==> src/tsag_pkg.sv <==
// tsag_pkg: shared types and constants for the texture swizzle address generator
// no dependencies; used by the interfaces, tsag_walker and the top level module
`timescale 1ns / 1ps
`default_nettype none

package tsag_pkg;

  // offset table entry width; the swizzled address adds the element shift of up to 3
  localparam int unsigned OFFSET_BITS = 32;

  // fixed field widths of the channels
  localparam int unsigned CMD_W      = 3;
  localparam int unsigned TIDX_W     = 12;
  localparam int unsigned TVAL_W     = 32;
  localparam int unsigned LINEAR_W   = 36;
  localparam int unsigned SWZ_ADDR_W = OFFSET_BITS + 3;
  localparam int unsigned CNT_W      = 13;
  localparam int unsigned REG_IDX_W  = 3;
  localparam int unsigned BYTE_W     = 3;
  localparam int unsigned ESL_W      = 2;

  // command codes of an input transaction
  typedef enum logic [CMD_W-1:0] {
    CMD_LOAD_C  = 3'd0,
    CMD_LOAD_X  = 3'd1,
    CMD_LOAD_Y  = 3'd2,
    CMD_LOAD_Z  = 3'd3,
    CMD_ADVANCE = 3'd4
  } cmd_e;

  // configuration register indexes
  typedef enum logic [REG_IDX_W-1:0] {
    REG_CHANNEL_COUNT = 3'd0,
    REG_X_COUNT       = 3'd1,
    REG_Y_COUNT       = 3'd2,
    REG_Z_COUNT       = 3'd3,
    REG_ELEM_LOG2     = 3'd4,
    REG_DIRECTION     = 3'd5
  } reg_e;

  // per-byte walk information handed from the walker to the address pipeline
  typedef struct packed {
    logic [LINEAR_W-1:0] linear;
    logic [BYTE_W-1:0]   pos_byte;
    logic [ESL_W-1:0]    esl;
    logic                dir;
    logic                last;
  } step_t;

endpackage

`default_nettype wire

==> src/tsag_walker.sv <==
// tsag_walker: configuration registers and the byte/channel/x/y/z walk counters
// depends on tsag_pkg for register codes and the step_t struct
`timescale 1ns / 1ps
`default_nettype none

module tsag_walker #(
  parameter int unsigned TABLE_DEPTH = 4096,
  parameter int unsigned IDX_W       = 12
) (
  input  wire logic                           clk_i,
  input  wire logic                           rst_ni,
  input  wire logic                           cfg_we_i,
  input  wire logic [tsag_pkg::REG_IDX_W-1:0] cfg_idx_i,
  input  wire logic [tsag_pkg::CNT_W-1:0]     cfg_data_i,
  input  wire logic                           step_i,
  output      logic [IDX_W-1:0]               pos_c_o,
  output      logic [IDX_W-1:0]               pos_x_o,
  output      logic [IDX_W-1:0]               pos_y_o,
  output      logic [IDX_W-1:0]               pos_z_o,
  output      tsag_pkg::step_t                info_o
);

  localparam int unsigned CMP_W = (IDX_W + 2 > tsag_pkg::CNT_W + 1) ?
                                  IDX_W + 2 : tsag_pkg::CNT_W + 1;

  logic [tsag_pkg::CNT_W-1:0]    cnt_c_q, cnt_x_q, cnt_y_q, cnt_z_q;
  logic [tsag_pkg::ESL_W-1:0]    esl_q;
  logic                          dir_q;
  logic [tsag_pkg::BYTE_W-1:0]   pos_b_q, pos_b_d;
  logic [IDX_W-1:0]              pos_c_q, pos_c_d, pos_x_q, pos_x_d;
  logic [IDX_W-1:0]              pos_y_q, pos_y_d, pos_z_q, pos_z_d;
  logic [tsag_pkg::LINEAR_W-1:0] lin_q, lin_d;
  logic                          restart;
  logic                          end_b, end_c, end_x, end_y, end_z, last;

  // count clamped to 1..TABLE_DEPTH
  function automatic logic [CMP_W-1:0] eff_count(input logic [tsag_pkg::CNT_W-1:0] v);
    logic [CMP_W-1:0] r;
    r = CMP_W'(v);
    if (v == '0) begin
      r = CMP_W'(1);
    end else if (r > CMP_W'(TABLE_DEPTH)) begin
      r = CMP_W'(TABLE_DEPTH);
    end
    return r;
  endfunction

  // register decode; a write inside the list restarts the walk
  always_comb begin
    restart = 1'b0;
    if (cfg_we_i) begin
      unique case (cfg_idx_i)
        tsag_pkg::REG_CHANNEL_COUNT, tsag_pkg::REG_X_COUNT, tsag_pkg::REG_Y_COUNT,
        tsag_pkg::REG_Z_COUNT, tsag_pkg::REG_ELEM_LOG2, tsag_pkg::REG_DIRECTION: begin
          restart = 1'b1;
        end
        default: restart = 1'b0;
      endcase
    end
  end

  always_ff @(posedge clk_i or negedge rst_ni) begin
    if (!rst_ni) begin
      cnt_c_q <= tsag_pkg::CNT_W'(1);
      cnt_x_q <= tsag_pkg::CNT_W'(1);
      cnt_y_q <= tsag_pkg::CNT_W'(1);
      cnt_z_q <= tsag_pkg::CNT_W'(1);
      esl_q   <= '0;
      dir_q   <= 1'b1;
    end else if (cfg_we_i) begin
      unique case (cfg_idx_i)
        tsag_pkg::REG_CHANNEL_COUNT: cnt_c_q <= cfg_data_i;
        tsag_pkg::REG_X_COUNT:       cnt_x_q <= cfg_data_i;
        tsag_pkg::REG_Y_COUNT:       cnt_y_q <= cfg_data_i;
        tsag_pkg::REG_Z_COUNT:       cnt_z_q <= cfg_data_i;
        tsag_pkg::REG_ELEM_LOG2:     esl_q   <= cfg_data_i[tsag_pkg::ESL_W-1:0];
        tsag_pkg::REG_DIRECTION:     dir_q   <= cfg_data_i[0];
        default: ;
      endcase
    end
  end

  // end-of-loop flags for the current position
  always_comb begin
    end_b = ({1'b0, pos_b_q} + 4'd1) >= (4'd1 << esl_q);
    end_c = (CMP_W'(pos_c_q) + CMP_W'(1)) >= eff_count(cnt_c_q);
    end_x = (CMP_W'(pos_x_q) + CMP_W'(1)) >= eff_count(cnt_x_q);
    end_y = (CMP_W'(pos_y_q) + CMP_W'(1)) >= eff_count(cnt_y_q);
    end_z = (CMP_W'(pos_z_q) + CMP_W'(1)) >= eff_count(cnt_z_q);
    last  = end_b && end_c && end_x && end_y && end_z;
  end

  // nested counter advance, byte fastest and z outermost
  always_comb begin
    pos_b_d = pos_b_q;
    pos_c_d = pos_c_q;
    pos_x_d = pos_x_q;
    pos_y_d = pos_y_q;
    pos_z_d = pos_z_q;
    lin_d   = lin_q;
    if (restart || (step_i && last)) begin
      pos_b_d = '0;
      pos_c_d = '0;
      pos_x_d = '0;
      pos_y_d = '0;
      pos_z_d = '0;
      lin_d   = '0;
    end else if (step_i) begin
      lin_d = lin_q + tsag_pkg::LINEAR_W'(1);
      if (!end_b) begin
        pos_b_d = pos_b_q + tsag_pkg::BYTE_W'(1);
      end else begin
        pos_b_d = '0;
        if (!end_c) begin
          pos_c_d = pos_c_q + IDX_W'(1);
        end else begin
          pos_c_d = '0;
          if (!end_x) begin
            pos_x_d = pos_x_q + IDX_W'(1);
          end else begin
            pos_x_d = '0;
            if (!end_y) begin
              pos_y_d = pos_y_q + IDX_W'(1);
            end else begin
              pos_y_d = '0;
              pos_z_d = pos_z_q + IDX_W'(1);
            end
          end
        end
      end
    end
  end

  always_ff @(posedge clk_i or negedge rst_ni) begin
    if (!rst_ni) begin
      pos_b_q <= '0;
      pos_c_q <= '0;
      pos_x_q <= '0;
      pos_y_q <= '0;
      pos_z_q <= '0;
      lin_q   <= '0;
    end else begin
      pos_b_q <= pos_b_d;
      pos_c_q <= pos_c_d;
      pos_x_q <= pos_x_d;
      pos_y_q <= pos_y_d;
      pos_z_q <= pos_z_d;
      lin_q   <= lin_d;
    end
  end

  assign pos_c_o          = pos_c_q;
  assign pos_x_o          = pos_x_q;
  assign pos_y_o          = pos_y_q;
  assign pos_z_o          = pos_z_q;
  assign info_o.linear    = lin_q;
  assign info_o.pos_byte  = pos_b_q;
  assign info_o.esl       = esl_q;
  assign info_o.dir       = dir_q;
  assign info_o.last      = last;

endmodule

`default_nettype wire

==> config.mk <==
export PLATFORM = sky130hd
export DESIGN_NAME = tsag_walker
export DESIGN_NICKNAME = d
export VERILOG_FILES = /design/src/tsag_pkg.sv /design/src/tsag_walker.sv
export SDC_FILE = /design/constraint.sdc
export NUM_CORES = 1
export LEC_CHECK = 0
export ABC_AREA = 1
export BUFFER_PORTS_ARGS = -buffer_cell sky130_fd_sc_hd__buf_2
export CORE_MARGIN = 3
export CORE_UTILIZATION = 59
export CTS_CLUSTER_SIZE = 25
export DETAILED_ROUTE_END_ITERATION = 8
export GPL_ROUTABILITY_DRIVEN = 0
export GPL_TIMING_DRIVEN = 0
export PLACE_DENSITY = 0.83
export SYNTH_ARGS = -nofsm -noshare
export SYNTH_HDL_FRONTEND = slang
export SYNTH_SLANG_ARGS = --single-unit
export TNS_END_PERCENT = 10
==> constraint.sdc <==
create_clock -name clk_i -period 4.1 [get_ports clk_i]
set_input_delay 0.82 -clock clk_i [delete_from_list [all_inputs] [get_ports clk_i]]
set_output_delay 0.82 -clock clk_i [all_outputs]
set_load 0.1 [all_outputs]
==> impl_metrics.tcl <==
set metrics [dict create \
    synth_area_um2 9070 \
    clkPwrFrac_pct 22.9 \
    mostFrequentLayoutCell "nand2_1" \
    arrival_ns 3.14 \
    dieArea_um2 16900 \
    cts_tree "built" \
    drv_slew 0 \
    async_flop_share_pct 100 \
    area_growth_pct 19.9 \
    final_nets 1433 \
    fp.coreArea_um2 14800 \
    max_slew_margin_pct 66.2 \
    cpMaxStageDelayCell "dfrtp_1" \
    cellInternalPower_uw 3420 \
    grt_first_pass_wirelength_um 36900 \
    synth_edf_count 0 \
    p_sw_share_pct 49.3 \
    clock_skew_ns 0.00708 \
    dp_cells 1494 \
    instances_no_fill 1548 \
    grt.total_usage_pct 26.9 \
    setup_viol 0 \
    drv_cap 0 \
    post_drt_via_cell_ratio 5.48 \
    switchingPower_uw 3320 \
    fin_crit_sh_pct 96.7 \
    first_iter_violations 570 \
    hold_path_class "in2async" \
    whs_ns 0.306 \
    grt_antenna_before_repair 0 \
    seq_power_share_pct 28.9 \
    htreeDepth 4 \
    syn-num-nets 1281 \
    yosysSeqAreaShare_pct 39.2 \
    finalPower_uw 6740 \
    initial_utilization_pct 61.3 \
    port_buffers 110 \
    post-dp-hpwl_um 16200 \
    drc 0 \
    n_antenna_cell 0 \
    cp-end-kind "output port" \
    leakagePower_uw 0.00573 \
    power_frac_comb_pct 48.2 \
    path_cells "inv_1 -> nor4_4 -> nand3_1 -> nor2_1 -> xor2_1 -> inv_1 -> ha_1 -> nand2_1 -> nor3_1 -> nand2_1 -> nand2_2 -> nand2_2 -> nor2_4 -> nand3_4 -> inv_2 -> buf_4 -> buf_12" \
    power_per_cell_area_nw_per_um2 620 \
    drive_gt1_share_pct 21.6 \
    cp-start-kind "flip-flop" \
    wl_per_cell_um 14.6 \
    dr.pass1.iters 8 \
    cts.path.max_buffers 2 \
    ys_warn_count 0 \
    num_rows 44 \
    clock_latency_ns 0.42 \
    die_x_um 130 \
    tightest_slew_ns 0.511 \
    ir_drop_v 0.000577 \
    cts_buffers 17 \
    io_pins 111 \
    wl_um 22600 \
    via_count 8488 \
    cp_slowest_stage_delay_ns 0.41 \
    yosysUniqueCellTypes 43 \
    cts_sinks 142 \
    dieHeight_um 130 \
    grt_max_degree 101 \
    postSynthCellCount 1199 \
    crit_type "reg2out" \
    status "complete, no violations" \
    layout_common_cells "nand2_1, inv_1, dfrtp_1" \
    worstPathRequired_ns 3.28 \
    overflow 0 \
    ant_nets 0 \
    cts.root.buffer_cell "clkbuf_16" \
    synth_ff_type "dfrtp_1" \
    min_period_ns 3.96 \
    cp_max_fo 3 \
    avgSynthCellArea_um2 7.57 \
    clk_pin_slew_ns 0.06 \
    ys_ff_latch 142 \
    nFillCells 1104 \
    grt_pass1_vias 7992 \
    fmax_mhz 252 \
    hold_violations 0 \
]
## cells by family (layout without fill, tap and decap cells)
logic type      after synthesis  count (layout)  synth area share (%)
buf+inv                     194             359                  8.76
compound gates              148             148                  9.46
flops                       142             142                  39.2
fa+ha+maj                    62              62                  8.55
xor+xnor                     43              43                  4.15
simple gates                610             610                  29.8
## cell type report
| class | instances | area [um2] | share of cell area [%] |
|---|---|---|---|
| clock inverters | 15 | 163 | 1.49 |
| inverters | 160 | 601 | 5.52 |
| plain buffers | 32 | 186 | 1.71 |
| multi-input cells | 863 | 4920 | 45.2 |
| repair buffers | 135 | 779 | 7.16 |
| well taps | 184 | 230 | 2.12 |
| clock buffers | 17 | 425 | 3.91 |
| flip-flops and latches | 142 | 3570 | 32.8 |
## per-layer routing
metal,vias to the layer above,track usage [%],share of wire (%)
met2,263,44.6,48
li1,4186,-,-
met4,0,8.80,2.4
met5,-,0,0
met3,53,4.34,5.8
met1,3986,36.2,43
## critical path: cells and delay by family (launching register included)
family	cells	cell delay, ns
AND/OR/NAND/NOR	10	1.30
buffers and inverters	5	0.52
flip-flops	1	0.41
adder cells (fa/ha/maj)	1	0.29
XOR/XNOR	1	0.20
## through the flow
stage / setup TNS [ns] / util [%] / instance area (um2) / worst slack, ns
2_1_floorplan: 0 / - / 9080 / 0.00506
3_5_place_dp: 0 / 66.8 / 9890 / 0.0257
6_report: 0 / 73.5 / 10900 / 0.137
4_1_cts: 0 / 71.5 / 10600 / 0.00818
3_3_place_gp: -0.114 / 66.6 / 9860 / -0.0288
5_1_grt: -0.0848 / 73.5 / 10900 / -0.0848
## final timing paths
kind	from	to	slack, ns	depth (start not counted)
max in group asynchronous	rst_ni	pos_x_o[1]	2.97	2
min in group clk_i	dir_q	dir_q	0.49	2
max	pos_c_o[6]	info_o[0]	0.14	17
min	rst_ni	pos_b_q[0]	0.31	1
min reg2reg	dir_q	dir_q	0.49	2
max reg2reg	pos_c_o[6]	pos_z_o[11]	0.68	20
## registers in the layout (all words and copies together) (netlist names)
name / cells
cnt_c_q: 13
cnt_x_q: 13
cnt_y_q: 13
cnt_z_q: 13
dir_q: 1
esl_q: 2
lin_q: 36
pos_b_q: 3
pos_c_o: 12
pos_x_o: 12
pos_y_o: 12
pos_z_o: 12
## cell usage after synthesis (2+ instances only)
cell | count | share of area, %
nand2_1 | 334 | 14
inv_1 | 157 | 6.5
dfrtp_1 | 137 | 38
nor2_1 | 95 | 3.9
nand3_1 | 75 | 4.1
o21ai_0 | 75 | 4.1
ha_1 | 62 | 8.6
xor2_1 | 40 | 3.9
nor3_1 | 32 | 1.8
a21oi_1 | 28 | 1.5
nand4_1 | 22 | 1.5
clkbuf_1 | 13 | 0.54
nor4_1 | 13 | 0.90
o21ai_2 | 13 | 1.3
o21ai_1 | 12 | 0.66
buf_2 | 10 | 0.55
nand2_2 | 7 | 0.48
buf_4 | 6 | 0.50
nor2_2 | 6 | 0.41
nor2_4 | 6 | 0.74
dfstp_2 | 5 | 1.4
o21bai_1 | 5 | 0.41
a31oi_1 | 4 | 0.28
buf_6 | 4 | 0.50
nor3b_1 | 4 | 0.33
a211oi_1 | 3 | 0.25
inv_2 | 3 | 0.12
nor3_2 | 3 | 0.33
xnor2_1 | 3 | 0.29
and3_1 | 2 | 0.14
nand2_4 | 2 | 0.25
nand3_2 | 2 | 0.22
nand3b_1 | 2 | 0.17
nor3_4 | 2 | 0.36
o21a_1 | 2 | 0.17
o31ai_1 | 2 | 0.17
or2_2 | 2 | 0.14
## power groups by stage
stage,Clock [uW],Combinational (uW),Sequential (uW)
after floorplan,0,1410,2960
after global placement,0,2980,1950
after detailed placement,0,3050,1960
after CTS,1560,3140,1930
after global routing,1620,3560,1990
final,1540,3250,1950
## what timing repair did
item | CTS | global route
setup buffers | 7 | 17
pin swaps | 8 | 24
hold buffers | 0 | 0
endpoints found under the setup margin | 1 | 1
gates resized for setup | 15 | 43
(Power assumes the default switching activity.)
